$ cat src/rtl/cbcs_pkg.sv
// ----------------------------------------------------------------------------
// cbcs_pkg
// Shared widths, payload structs, register codes and helpers for the
// color blob centroid steering block.
// ----------------------------------------------------------------------------
package cbcs_pkg;

    // largest frame side handled, widths below follow from it
    localparam int MAX_DIM    = 1024;
    localparam int DIM_W      = $clog2(MAX_DIM);
    localparam int CNT_W      = 2 * DIM_W + 1;
    localparam int SUM_W      = 3 * DIM_W;
    localparam int NUM_W      = SUM_W + 4;
    localparam int DEN_W      = CNT_W + DIM_W + 1;
    localparam int ITER_W     = $clog2(NUM_W);

    // fixed field widths
    localparam int COLOR_W    = 8;
    localparam int TOL_W      = 10;
    localparam int DREG_W     = 11;
    localparam int MC_W       = 21;
    localparam int CEN_W      = 10;
    localparam int CMD_W      = 4;

    localparam int CFG_IDX_W  = 3;
    localparam int CFG_DATA_W = 21;

    // frame record queue
    localparam int QDEPTH     = 2;
    localparam int Q_PTR_W    = $clog2(QDEPTH);
    localparam int Q_CNT_W    = $clog2(QDEPTH + 1);

    typedef enum logic [CFG_IDX_W-1:0] {
        REG_TARGET_RED   = 3'd0,
        REG_TARGET_GREEN = 3'd1,
        REG_TARGET_BLUE  = 3'd2,
        REG_MATCH_TOL    = 3'd3,
        REG_FRAME_WIDTH  = 3'd4,
        REG_FRAME_HEIGHT = 3'd5,
        REG_MIN_COUNT    = 3'd6
    } cfg_reg_t;

    typedef struct packed {
        logic [COLOR_W-1:0] pixel_blue;
        logic [COLOR_W-1:0] pixel_green;
        logic [COLOR_W-1:0] pixel_red;
    } pixel_t;

    typedef struct packed {
        logic [MC_W-1:0]         match_count;
        logic [CEN_W-1:0]        centroid_x;
        logic [CEN_W-1:0]        centroid_y;
        logic signed [CMD_W-1:0] turn_tenths;
        logic signed [CMD_W-1:0] forward_tenths;
        logic                    target_seen;
    } result_t;

    typedef struct packed {
        logic [COLOR_W-1:0] target_red;
        logic [COLOR_W-1:0] target_green;
        logic [COLOR_W-1:0] target_blue;
        logic [TOL_W-1:0]   match_tolerance;
        logic [DREG_W-1:0]  frame_width;
        logic [DREG_W-1:0]  frame_height;
        logic [MC_W-1:0]    min_count;
    } cfg_t;

    // everything the back end needs about one finished frame
    typedef struct packed {
        logic [CNT_W-1:0] count;
        logic [SUM_W-1:0] col_sum;
        logic [SUM_W-1:0] row_sum;
        logic [DIM_W:0]   width;
        logic [DIM_W:0]   height;
        logic [MC_W-1:0]  min_count;
    } frame_rec_t;

    typedef struct packed {
        logic             start;
        logic [NUM_W-1:0] dividend;
        logic [DEN_W-1:0] divisor;
    } div_req_t;

    typedef struct packed {
        logic             done;
        logic [NUM_W-1:0] quotient;
        logic             rem_nz;
    } div_rsp_t;

    typedef enum logic [3:0] {
        ST_IDLE,
        ST_CX_GO,
        ST_CX_WAIT,
        ST_CY_GO,
        ST_CY_WAIT,
        ST_TX_MUL,
        ST_TX_GO,
        ST_TX_WAIT,
        ST_TY_MUL,
        ST_TY_GO,
        ST_TY_WAIT,
        ST_EMIT
    } back_state_t;

    // frame side limited to 1..MAX_DIM
    function automatic logic [DIM_W:0] clamp_dim(input logic [DREG_W-1:0] d);
        logic [DIM_W:0] r;
        if (d == '0) begin
            r = (DIM_W+1)'(1);
        end else if (32'(d) > MAX_DIM) begin
            r = (DIM_W+1)'(MAX_DIM);
        end else begin
            r = (DIM_W+1)'(d);
        end
        return r;
    endfunction

endpackage

$ cat src/rtl/color_blob_centroid_steering.sv
// ----------------------------------------------------------------------------
// color_blob_centroid_steering
// Color blob tracker: matches raster pixels against a target color, sums
// the positions of matching pixels and reports count, centroid and
// steering commands once per frame.
// ----------------------------------------------------------------------------
//
//  channel   direction  word        handshake
//  s_        in         pixel_t     s_valid / s_ready
//  m_        out        result_t    m_valid / m_ready
//  cfg_      in         index/data  cfg_valid / cfg_ready (always ready)
//
//  the front end takes one pixel per cycle; s_ready drops only while both
//  slots of the two-deep frame record queue are full
//  each frame end costs the back end four passes through the shared
//  one-bit-per-cycle divider
//  a result waits in the output register while the next frame is worked on
//  synchronous active-low reset; no clearing pass, ready from the first cycle after
//
module color_blob_centroid_steering import cbcs_pkg::*; (
    input  logic                  aclk,
    input  logic                  aresetn,

    // pixel words
    input  logic                  s_valid,
    output logic                  s_ready,
    input  pixel_t                s_data,

    // one result word per frame
    output logic                  m_valid,
    input  logic                  m_ready,
    output result_t               m_data,

    // register writes
    input  logic                  cfg_valid,
    output logic                  cfg_ready,
    input  logic [CFG_IDX_W-1:0]  cfg_index,
    input  logic [CFG_DATA_W-1:0] cfg_data
);

    cfg_t       cfg_reg;

    // front end to queue
    logic       q_push;
    frame_rec_t q_push_rec;
    logic       q_full;

    // queue to back end
    logic       q_pop;
    frame_rec_t q_head;
    logic       q_empty;

    // register file, writes always taken; unused index is dropped
    assign cfg_ready = 1'b1;

    always_ff @(posedge aclk) begin
        if (!aresetn) begin
            cfg_reg.target_red      <= COLOR_W'(225);
            cfg_reg.target_green    <= COLOR_W'(50);
            cfg_reg.target_blue     <= COLOR_W'(75);
            cfg_reg.match_tolerance <= TOL_W'(100);
            cfg_reg.frame_width     <= DREG_W'(640);
            cfg_reg.frame_height    <= DREG_W'(480);
            cfg_reg.min_count       <= MC_W'(50);
        end else if (cfg_valid && cfg_ready) begin
            case (cfg_index)
                REG_TARGET_RED:   cfg_reg.target_red      <= cfg_data[COLOR_W-1:0];
                REG_TARGET_GREEN: cfg_reg.target_green    <= cfg_data[COLOR_W-1:0];
                REG_TARGET_BLUE:  cfg_reg.target_blue     <= cfg_data[COLOR_W-1:0];
                REG_MATCH_TOL:    cfg_reg.match_tolerance <= cfg_data[TOL_W-1:0];
                REG_FRAME_WIDTH:  cfg_reg.frame_width     <= cfg_data[DREG_W-1:0];
                REG_FRAME_HEIGHT: cfg_reg.frame_height    <= cfg_data[DREG_W-1:0];
                REG_MIN_COUNT:    cfg_reg.min_count       <= cfg_data[MC_W-1:0];
                default: begin
                end
            endcase
        end
    end

    // match, position counters, per-frame sums
    cbcs_front u_front (
        .aclk    (aclk),
        .aresetn (aresetn),
        .cfg     (cfg_reg),
        .s_valid (s_valid),
        .s_ready (s_ready),
        .s_data  (s_data),
        .q_full  (q_full),
        .q_push  (q_push),
        .q_rec   (q_push_rec)
    );

    // finished frames waiting for the divider
    cbcs_queue u_queue (
        .aclk     (aclk),
        .aresetn  (aresetn),
        .push     (q_push),
        .push_rec (q_push_rec),
        .full     (q_full),
        .pop      (q_pop),
        .head     (q_head),
        .empty    (q_empty)
    );

    // centroid, steering and output register
    cbcs_back u_back (
        .aclk    (aclk),
        .aresetn (aresetn),
        .q_empty (q_empty),
        .q_head  (q_head),
        .q_pop   (q_pop),
        .m_valid (m_valid),
        .m_ready (m_ready),
        .m_data  (m_data)
    );

endmodule

$ cat src/rtl/cbcs_front.sv
// ----------------------------------------------------------------------------
// cbcs_front
// Pixel intake: color match, raster position tracking and per-frame
// accumulation; pushes one record per finished frame.
// ----------------------------------------------------------------------------
module cbcs_front import cbcs_pkg::*; (
    input  logic       aclk,
    input  logic       aresetn,
    input  cfg_t       cfg,
    input  logic       s_valid,
    output logic       s_ready,
    input  pixel_t     s_data,
    input  logic       q_full,
    output logic       q_push,
    output frame_rec_t q_rec
);

    logic [DIM_W-1:0] col_reg;
    logic [DIM_W-1:0] row_reg;
    logic [CNT_W-1:0] hit_reg;
    logic [SUM_W-1:0] csum_reg;
    logic [SUM_W-1:0] rsum_reg;

    logic [DIM_W:0]   w_clamp;
    logic [DIM_W:0]   h_clamp;
    logic [DIM_W-1:0] w_last;
    logic [DIM_W-1:0] h_last;
    logic [TOL_W-1:0] diff;
    logic             match;
    logic             accept;
    logic             row_end;
    logic             frame_end;
    logic [CNT_W-1:0] hit_next;
    logic [SUM_W-1:0] csum_next;
    logic [SUM_W-1:0] rsum_next;

    function automatic logic [COLOR_W-1:0] absdiff(input logic [COLOR_W-1:0] a,
                                                   input logic [COLOR_W-1:0] b);
        return (a > b) ? a - b : b - a;
    endfunction

    assign w_clamp = clamp_dim(cfg.frame_width);
    assign h_clamp = clamp_dim(cfg.frame_height);
    assign w_last  = DIM_W'(w_clamp - (DIM_W+1)'(1));
    assign h_last  = DIM_W'(h_clamp - (DIM_W+1)'(1));

    assign diff = TOL_W'(absdiff(s_data.pixel_red, cfg.target_red))
                + TOL_W'(absdiff(s_data.pixel_green, cfg.target_green))
                + TOL_W'(absdiff(s_data.pixel_blue, cfg.target_blue));
    assign match = diff < cfg.match_tolerance;

    assign s_ready   = !q_full;
    assign accept    = s_valid && s_ready;
    assign row_end   = col_reg >= w_last;
    assign frame_end = row_end && (row_reg >= h_last);

    assign hit_next  = hit_reg + CNT_W'(match);
    assign csum_next = match ? csum_reg + SUM_W'(col_reg) : csum_reg;
    assign rsum_next = match ? rsum_reg + SUM_W'(row_reg) : rsum_reg;

    assign q_push          = accept && frame_end;
    assign q_rec.count     = hit_next;
    assign q_rec.col_sum   = csum_next;
    assign q_rec.row_sum   = rsum_next;
    assign q_rec.width     = w_clamp;
    assign q_rec.height    = h_clamp;
    assign q_rec.min_count = cfg.min_count;

    always_ff @(posedge aclk) begin
        if (!aresetn) begin
            col_reg  <= '0;
            row_reg  <= '0;
            hit_reg  <= '0;
            csum_reg <= '0;
            rsum_reg <= '0;
        end else if (accept) begin
            if (row_end) begin
                col_reg <= '0;
                row_reg <= frame_end ? '0 : row_reg + DIM_W'(1);
            end else begin
                col_reg <= col_reg + DIM_W'(1);
            end
            if (frame_end) begin
                hit_reg  <= '0;
                csum_reg <= '0;
                rsum_reg <= '0;
            end else begin
                hit_reg  <= hit_next;
                csum_reg <= csum_next;
                rsum_reg <= rsum_next;
            end
        end
    end

endmodule

$ cat src/rtl/cbcs_queue.sv
// ----------------------------------------------------------------------------
// cbcs_queue
// Short queue of frame records between the pixel front end and the
// centroid back end.
// ----------------------------------------------------------------------------
module cbcs_queue import cbcs_pkg::*; (
    input  logic       aclk,
    input  logic       aresetn,
    input  logic       push,
    input  frame_rec_t push_rec,
    output logic       full,
    input  logic       pop,
    output frame_rec_t head,
    output logic       empty
);

    frame_rec_t         mem_reg [QDEPTH];
    logic [Q_PTR_W-1:0] wr_ptr_reg;
    logic [Q_PTR_W-1:0] rd_ptr_reg;
    logic [Q_CNT_W-1:0] cnt_reg;
    logic               do_push;
    logic               do_pop;

    assign full    = cnt_reg == Q_CNT_W'(QDEPTH);
    assign empty   = cnt_reg == '0;
    assign do_push = push && !full;
    assign do_pop  = pop && !empty;
    assign head    = mem_reg[rd_ptr_reg];

    function automatic logic [Q_PTR_W-1:0] wrap_inc(input logic [Q_PTR_W-1:0] p);
        return (p == Q_PTR_W'(QDEPTH - 1)) ? '0 : p + Q_PTR_W'(1);
    endfunction

    always_ff @(posedge aclk) begin
        if (!aresetn) begin
            wr_ptr_reg <= '0;
            rd_ptr_reg <= '0;
            cnt_reg    <= '0;
        end else begin
            if (do_push) begin
                wr_ptr_reg <= wrap_inc(wr_ptr_reg);
            end
            if (do_pop) begin
                rd_ptr_reg <= wrap_inc(rd_ptr_reg);
            end
            if (do_push && !do_pop) begin
                cnt_reg <= cnt_reg + Q_CNT_W'(1);
            end else if (do_pop && !do_push) begin
                cnt_reg <= cnt_reg - Q_CNT_W'(1);
            end
        end
    end

    always_ff @(posedge aclk) begin
        if (do_push) begin
            mem_reg[wr_ptr_reg] <= push_rec;
        end
    end

endmodule

$ cat src/rtl/cbcs_div.sv
// ----------------------------------------------------------------------------
// cbcs_div
// Restoring divider, one quotient bit per cycle.
// ----------------------------------------------------------------------------
module cbcs_div import cbcs_pkg::*; (
    input  logic     aclk,
    input  logic     aresetn,
    input  div_req_t req,
    output div_rsp_t rsp
);

    logic              busy_reg;
    logic              done_reg;
    logic [ITER_W-1:0] iter_reg;
    logic [DEN_W-1:0]  rem_reg;
    logic [NUM_W-1:0]  quo_reg;
    logic [DEN_W-1:0]  dvs_reg;

    logic [DEN_W:0]    trial;
    logic [DEN_W:0]    trial_sub;
    logic              take;
    logic [DEN_W-1:0]  rem_next;
    logic [NUM_W-1:0]  quo_next;

    assign trial     = {rem_reg, quo_reg[NUM_W-1]};
    assign take      = trial >= {1'b0, dvs_reg};
    assign trial_sub = trial - {1'b0, dvs_reg};
    assign rem_next  = take ? trial_sub[DEN_W-1:0] : trial[DEN_W-1:0];
    assign quo_next  = {quo_reg[NUM_W-2:0], take};

    assign rsp.done     = done_reg;
    assign rsp.quotient = quo_reg;
    assign rsp.rem_nz   = |rem_reg;

    always_ff @(posedge aclk) begin
        if (!aresetn) begin
            busy_reg <= 1'b0;
            done_reg <= 1'b0;
            iter_reg <= '0;
        end else begin
            done_reg <= 1'b0;
            if (req.start) begin
                busy_reg <= 1'b1;
                iter_reg <= '0;
            end else if (busy_reg) begin
                iter_reg <= iter_reg + ITER_W'(1);
                if (iter_reg == ITER_W'(NUM_W - 1)) begin
                    busy_reg <= 1'b0;
                    done_reg <= 1'b1;
                end
            end
        end
    end

    always_ff @(posedge aclk) begin
        if (req.start) begin
            rem_reg <= '0;
            quo_reg <= req.dividend;
            dvs_reg <= req.divisor;
        end else if (busy_reg) begin
            rem_reg <= rem_next;
            quo_reg <= quo_next;
        end
    end

endmodule

$ cat src/rtl/cbcs_back.sv
// ----------------------------------------------------------------------------
// cbcs_back
// Frame-end arithmetic: centroid and drive commands through a shared
// divider, then the result output register.
// ----------------------------------------------------------------------------
module cbcs_back import cbcs_pkg::*; (
    input  logic       aclk,
    input  logic       aresetn,
    input  logic       q_empty,
    input  frame_rec_t q_head,
    output logic       q_pop,
    output logic       m_valid,
    input  logic       m_ready,
    output result_t    m_data
);

    localparam int CMP_W = CNT_W + MC_W;

    back_state_t      state_reg;
    back_state_t      state_next;
    frame_rec_t       rec_reg;
    logic [DEN_W-1:0] den_reg;
    logic [CEN_W-1:0] cx_reg;
    logic [CEN_W-1:0] cy_reg;
    logic [CMD_W-1:0] turn_reg;
    logic [CMD_W-1:0] fwd_reg;
    logic             m_valid_reg;
    result_t          m_data_reg;

    div_req_t         div_req;
    div_rsp_t         div_rsp;
    logic [DIM_W:0]   mul_dim;
    logic [DEN_W-1:0] prod;
    logic             out_free;
    logic             load_out;
    logic             seen;
    logic             empty_frame;
    logic [NUM_W-1:0] col_x12;
    logic [NUM_W-1:0] row_x12;

    // trunc(12*s/(c*d) - 6) from q = floor(12s/cd) and remainder flag,
    // zero while its magnitude is at most one
    function automatic logic [CMD_W-1:0] drive_cmd(input logic [NUM_W-1:0] q,
                                                   input logic             r_nz);
        logic [CMD_W-1:0] v;
        if (q > NUM_W'(7) || (q == NUM_W'(7) && r_nz)) begin
            v = q[CMD_W-1:0] - CMD_W'(6);
        end else if (q < NUM_W'(5)) begin
            v = q[CMD_W-1:0] + CMD_W'(r_nz) - CMD_W'(6);
        end else begin
            v = '0;
        end
        return v;
    endfunction

    function automatic logic [MC_W-1:0] sat_count(input logic [CNT_W-1:0] c);
        logic [CMP_W-1:0] wide;
        wide = CMP_W'(c);
        return (wide > CMP_W'({MC_W{1'b1}})) ? {MC_W{1'b1}} : wide[MC_W-1:0];
    endfunction

    cbcs_div u_div (
        .aclk    (aclk),
        .aresetn (aresetn),
        .req     (div_req),
        .rsp     (div_rsp)
    );

    assign col_x12     = (NUM_W'(rec_reg.col_sum) << 3) + (NUM_W'(rec_reg.col_sum) << 2);
    assign row_x12     = (NUM_W'(rec_reg.row_sum) << 3) + (NUM_W'(rec_reg.row_sum) << 2);
    assign prod        = DEN_W'(rec_reg.count) * DEN_W'(mul_dim);
    assign out_free    = !m_valid_reg || m_ready;
    assign seen        = CMP_W'(rec_reg.count) > CMP_W'(rec_reg.min_count);
    assign empty_frame = rec_reg.count == '0;

    // next state
    always_comb begin
        state_next = state_reg;
        case (state_reg)
            ST_IDLE:    if (!q_empty) state_next = ST_CX_GO;
            ST_CX_GO:   state_next = ST_CX_WAIT;
            ST_CX_WAIT: if (div_rsp.done) state_next = ST_CY_GO;
            ST_CY_GO:   state_next = ST_CY_WAIT;
            ST_CY_WAIT: if (div_rsp.done) state_next = ST_TX_MUL;
            ST_TX_MUL:  state_next = ST_TX_GO;
            ST_TX_GO:   state_next = ST_TX_WAIT;
            ST_TX_WAIT: if (div_rsp.done) state_next = ST_TY_MUL;
            ST_TY_MUL:  state_next = ST_TY_GO;
            ST_TY_GO:   state_next = ST_TY_WAIT;
            ST_TY_WAIT: if (div_rsp.done) state_next = ST_EMIT;
            ST_EMIT:    if (out_free) state_next = ST_IDLE;
            default:    state_next = ST_IDLE;
        endcase
    end

    // outputs
    always_comb begin
        q_pop            = 1'b0;
        load_out         = 1'b0;
        div_req.start    = 1'b0;
        div_req.dividend = NUM_W'(rec_reg.col_sum);
        div_req.divisor  = DEN_W'(rec_reg.count);
        mul_dim          = rec_reg.width;
        case (state_reg)
            ST_IDLE: begin
                q_pop = !q_empty;
            end
            ST_CX_GO: begin
                div_req.start = 1'b1;
            end
            ST_CY_GO: begin
                div_req.start    = 1'b1;
                div_req.dividend = NUM_W'(rec_reg.row_sum);
            end
            ST_TX_GO: begin
                div_req.start    = 1'b1;
                div_req.dividend = col_x12;
                div_req.divisor  = den_reg;
            end
            ST_TY_MUL: begin
                mul_dim = rec_reg.height;
            end
            ST_TY_GO: begin
                div_req.start    = 1'b1;
                div_req.dividend = row_x12;
                div_req.divisor  = den_reg;
            end
            ST_EMIT: begin
                load_out = out_free;
            end
            default: begin
            end
        endcase
    end

    always_ff @(posedge aclk) begin
        if (!aresetn) begin
            state_reg   <= ST_IDLE;
            m_valid_reg <= 1'b0;
        end else begin
            state_reg <= state_next;
            if (load_out) begin
                m_valid_reg <= 1'b1;
            end else if (m_ready) begin
                m_valid_reg <= 1'b0;
            end
        end
    end

    always_ff @(posedge aclk) begin
        if (q_pop) begin
            rec_reg <= q_head;
        end
        if (state_reg == ST_TX_MUL || state_reg == ST_TY_MUL) begin
            den_reg <= prod;
        end
        if (div_rsp.done) begin
            case (state_reg)
                ST_CX_WAIT: cx_reg   <= div_rsp.quotient[CEN_W-1:0];
                ST_CY_WAIT: cy_reg   <= div_rsp.quotient[CEN_W-1:0];
                ST_TX_WAIT: turn_reg <= CMD_W'(0) - drive_cmd(div_rsp.quotient, div_rsp.rem_nz);
                ST_TY_WAIT: fwd_reg  <= drive_cmd(div_rsp.quotient, div_rsp.rem_nz);
                default: begin
                end
            endcase
        end
        if (load_out) begin
            m_data_reg.match_count    <= sat_count(rec_reg.count);
            m_data_reg.centroid_x     <= empty_frame ? '0 : cx_reg;
            m_data_reg.centroid_y     <= empty_frame ? '0 : cy_reg;
            m_data_reg.turn_tenths    <= seen ? turn_reg : '0;
            m_data_reg.forward_tenths <= seen ? fwd_reg : '0;
            m_data_reg.target_seen    <= seen;
        end
    end

    assign m_valid = m_valid_reg;
    assign m_data  = m_data_reg;

endmodule
$ cat config.mk
export PLATFORM = sky130hd
export DESIGN_NAME = color_blob_centroid_steering
export DESIGN_NICKNAME = d
export VERILOG_FILES = /design/src/rtl/cbcs_pkg.sv /design/src/rtl/color_blob_centroid_steering.sv /design/src/rtl/cbcs_front.sv /design/src/rtl/cbcs_queue.sv /design/src/rtl/cbcs_div.sv /design/src/rtl/cbcs_back.sv
export SDC_FILE = /design/constraint.sdc
export NUM_CORES = 2
export LEC_CHECK = 0
export BUFFER_PORTS_ARGS = -buffer_cell sky130_fd_sc_hd__buf_2
export CELL_PAD_IN_SITES_DETAIL_PLACEMENT = 2
export CELL_PAD_IN_SITES_GLOBAL_PLACEMENT = 2
export CORE_MARGIN = 1
export CORE_UTILIZATION = 43
export DETAILED_ROUTE_END_ITERATION = 8
export PLACE_DENSITY = 0.83
export SYNTH_ARGS = -nofsm -noshare
export SYNTH_HDL_FRONTEND = slang
export SYNTH_SLANG_ARGS = --single-unit
$ cat constraint.sdc
create_clock -name aclk -period 28.2 [get_ports aclk]
set_input_delay 2.82 -clock aclk [delete_from_list [all_inputs] [get_ports aclk]]
set_output_delay 2.82 -clock aclk [all_outputs]
set_load 0.1 [all_outputs]
==> results.yml <==
floorplan:
  fp.coreArea_um2: 107700
  placement_rows: 120
  start_util_pct: 43.65
  top_level_ports: 106
  chipHeight_um: 332.6
  design.die.area_um2: 110600
  floorplan.die.width_um: 332.6
outcome:
  run_status: "completed"
route:
  detail_route.drc_violations: 0
  detailroute.via_count: 37460
  post_detailed_route_wirelength_per_cell_um: 30.07
  initial_drc_count: 2922
  finalWirelength_um: 182100
  drt.antenna.violating_nets: 0
  vias_per_cell: 6.185
  detail_route.first_pass.iterations: 5
setup_path:
  worst_path_largest_cell_delay_ns: 0.45
  path_class: "input port to flip-flop"
  highest_fanout_seen_on_the_critical_path: 17
  critical_path_arrival_ns: 11.78
  critPathSlowestCell: "sky130_fd_sc_hd__a2111o_1"
  cp-end-kind: "flip-flop"
  worstRegToRegCells: 23
  timing.critical_path.buf_inv: 6
  worst_ep_required_time_ns: 28.82
  crit_path_start_kind: "input port"
  reg2reg_to: "u_back.den_reg[29]"
  worst_path_dominant_cell_family: "compound AO/OA/AOI/OAI gates"
  r2r_setup_slack_ns: 18.85
  crit-reg2reg-launch: "u_back.state_reg[2]"
cts:
  clock_sinks: 775
  clockRootBuffer: "sky130_fd_sc_hd__clkbuf_16"
  cts_tree: "yes"
  cts.reportedPaths.clkPinSlew_ns: 0.07
  number_of_buffers_inserted_to_repair_setup_after_cts: 0
  h-tree-depth: 3
  tritoncts.num_buffers: 87
  clkLatencyLatePin_ns: 0.71
  clockBufferDepth: 3
  post_cts_resized: 0
  cts-hold-fix-buffers: 0
yosys:
  yosysWarnings: 0
  synthesis.nets: 5084
  post_synth_instance_area_um2: 46990
  synth-edff-count: 548
  ys_ff_latch: 775
  synthDominantAreaCellType: "sky130_fd_sc_hd__edfxtp_1"
  mean_post_synth_cell_area_um2: 10.35
  synthFlopType: "sky130_fd_sc_hd__edfxtp_1"
  synth_largest_type_area_fraction_pct: 35.02
  ffs_w_async_s_r_synth_pct: 0
  yosys-top-cells-area: "sky130_fd_sc_hd__edfxtp_1 35%, sky130_fd_sc_hd__dfxtp_1 9.7%, sky130_fd_sc_hd__ha_1 8.2%, sky130_fd_sc_hd__fa_1 7.8%, sky130_fd_sc_hd__nand2_1 4.7%"
  yosysUniqueCellTypes: 83
  synthCells: 4541
  synth_seq_area_share_pct: 44.69
min_path:
  holdPathStages: 2
  end_of_the_worst_hold_path: "cfg_reg[68]"
  hold_path_startpoint: "cfg_reg[68]"
  hold_class: "flip-flop to flip-flop"
final_layout:
  drive_above_1_share_pct: 10.32
  largest_register_ff_count: 248
  syn_to_final_growth_pct: 10.53
  finish.utilization_pct: 48.25
  finish.net_count: 5119
  design_area_um2: 51940
  finalNonFillerCells: 6057
timing:
  setup_violations: 0
  hold_violations: 0
  slew-limit-headroom_pct: 6.783
  tns_ns: 0
  finalClockSkew_ns: 0.06015
  fin_crit_ns: 11.16
  layout_worst_path_cycle_share_pct: 39.57
  final_max_slew_viol_count: 0
  max_slew.worst_pin.slew_ns: 1.393
  rsz0062_at_grt: "false"
  max_freq_mhz: 89.61
placement:
  post_dp_cell_area_um2: 48940
  placement.io_buffers: 104
  dp_hpwl_um: 117300
  gp_congestion: 0.8628
  dpl.cell_count: 5889
grt:
  grt_pass1_wl_um: 275200
  number_of_global_route_vias_before_repair: 41820
  gr-total-overflow: 0
  grt_max_degree: 75
  grt.total_usage_pct: 32.72
  grt_antenna_before_repair: 9
run:
  max-cap-violations: 0
[cells in the mapped netlist (all sizes together), types with 87 or more instances]
library cell	number
a21o	87
a21oi	315
clkbuf	186
dfxtp	227
edfxtp	548
fa	183
ha	307
inv	352
mux2	144
nand2	590
nand3	111
nor2	264
nor2b	105
o21ai	121
xnor2	150
xor2	109
[worst reg2reg max path: cells and delay by family, from the launching register on]
kind	cells	cell delay, ns
xor gates and xnor gates	1	0.08
and+or+nand+nor	5	2.12
buffers and inverters	4	0.36
DFF	1	0.47
adders and majority gates	6	3.04
muxes	1	1.03
AOI/OAI and AO/OA	6	2.00
[per-stage QoR]
stage | worst slack, ns | hold slack, ns
detailed placement | 16.97 | 0.4505
finish | 17.04 | 0.4575
CTS | 17.20 | 0.4609
floorplan | 17.71 | 0.4244
global placement | 17.83 | 0.4304
global route | 16.72 | 0.4928
[per-layer routing]
metal | share of wire, % | GRT usage (%) | up-vias
met4 | 4.7 | 14.05 | 6
met3 | 5.8 | 5.084 | 524
met5 | 0.023 | 0 | -
met2 | 50 | 56.80 | 1503
met1 | 40 | 40.18 | 19410
li1 | - | - | 16020
[layout by cell type (no fill, tap or decap), drive strengths merged, types with 22 or more instances in the layout]
| cell type | count |
|---|---|
| a21o | 87 |
| o21bai | 27 |
| o21ai | 121 |
| nand2 | 590 |
| ha | 307 |
| nand3 | 111 |
| edfxtp | 548 |
| o211ai | 31 |
| mux2i | 22 |
| nor2b | 105 |
| a21oi | 315 |
| nand4 | 55 |
| mux2 | 144 |
| clkinv | 35 |
| and2 | 82 |
| dfxtp | 227 |
| o21a | 24 |
| a31oi | 42 |
| xnor2 | 150 |
| inv | 353 |
| fa | 183 |
| and3 | 41 |
| a311oi | 23 |
| a211oi | 22 |
| nor4 | 27 |
| nand2b | 41 |
| buf | 153 |
| nor2 | 264 |
| xor2 | 109 |
| nor3 | 48 |
| clkbuf | 117 |
[worst max path at each step]
| stage | end | from | slack [ns] | cells after the start |
|---|---|---|---|---|
| 2_1_floorplan | u_front.hit_reg[20] | s_data[8] | 17.71 | 43 |
| 3_3_place_gp | u_front.hit_reg[20] | s_data[0] | 17.83 | 40 |
| 3_5_place_dp | u_front.hit_reg[20] | s_data[0] | 16.97 | 42 |
| 4_1_cts | u_front.hit_reg[20] | s_data[0] | 17.20 | 42 |
| 5_1_grt | u_front.hit_reg[20] | s_data[0] | 16.72 | 42 |
| 6_report | u_front.hit_reg[20] | s_data[0] | 17.04 | 42 |
[cell type report]
class,count,area [um2]
fill,10860,55710
timing repair buffer,153,888.4
tap,1403,1755
antenna,3,7.507
sequential,775,21010
clock inverter,47,581.8
clock buffer,117,2401
inverter,352,1328
multi-input combinational,3207,23980
[logic make-up (layout without fill, tap and decap cells)]
family,count (synthesis),after routing,share of synthesized area (%)
and+or+nand+nor,1441,1441,14.42
AOI/OAI and AO/OA,850,850,11.63
DFF,775,775,44.69
buffers and inverters,559,669,4.542
adders and majority gates,490,490,15.97
xor gates and xnor gates,259,259,4.827
muxes,166,166,3.919
other,1,4,0.007980
Power is not shown: default switching activity piles up to over one toggle a cycle in this logic, so the estimate is an artifact.
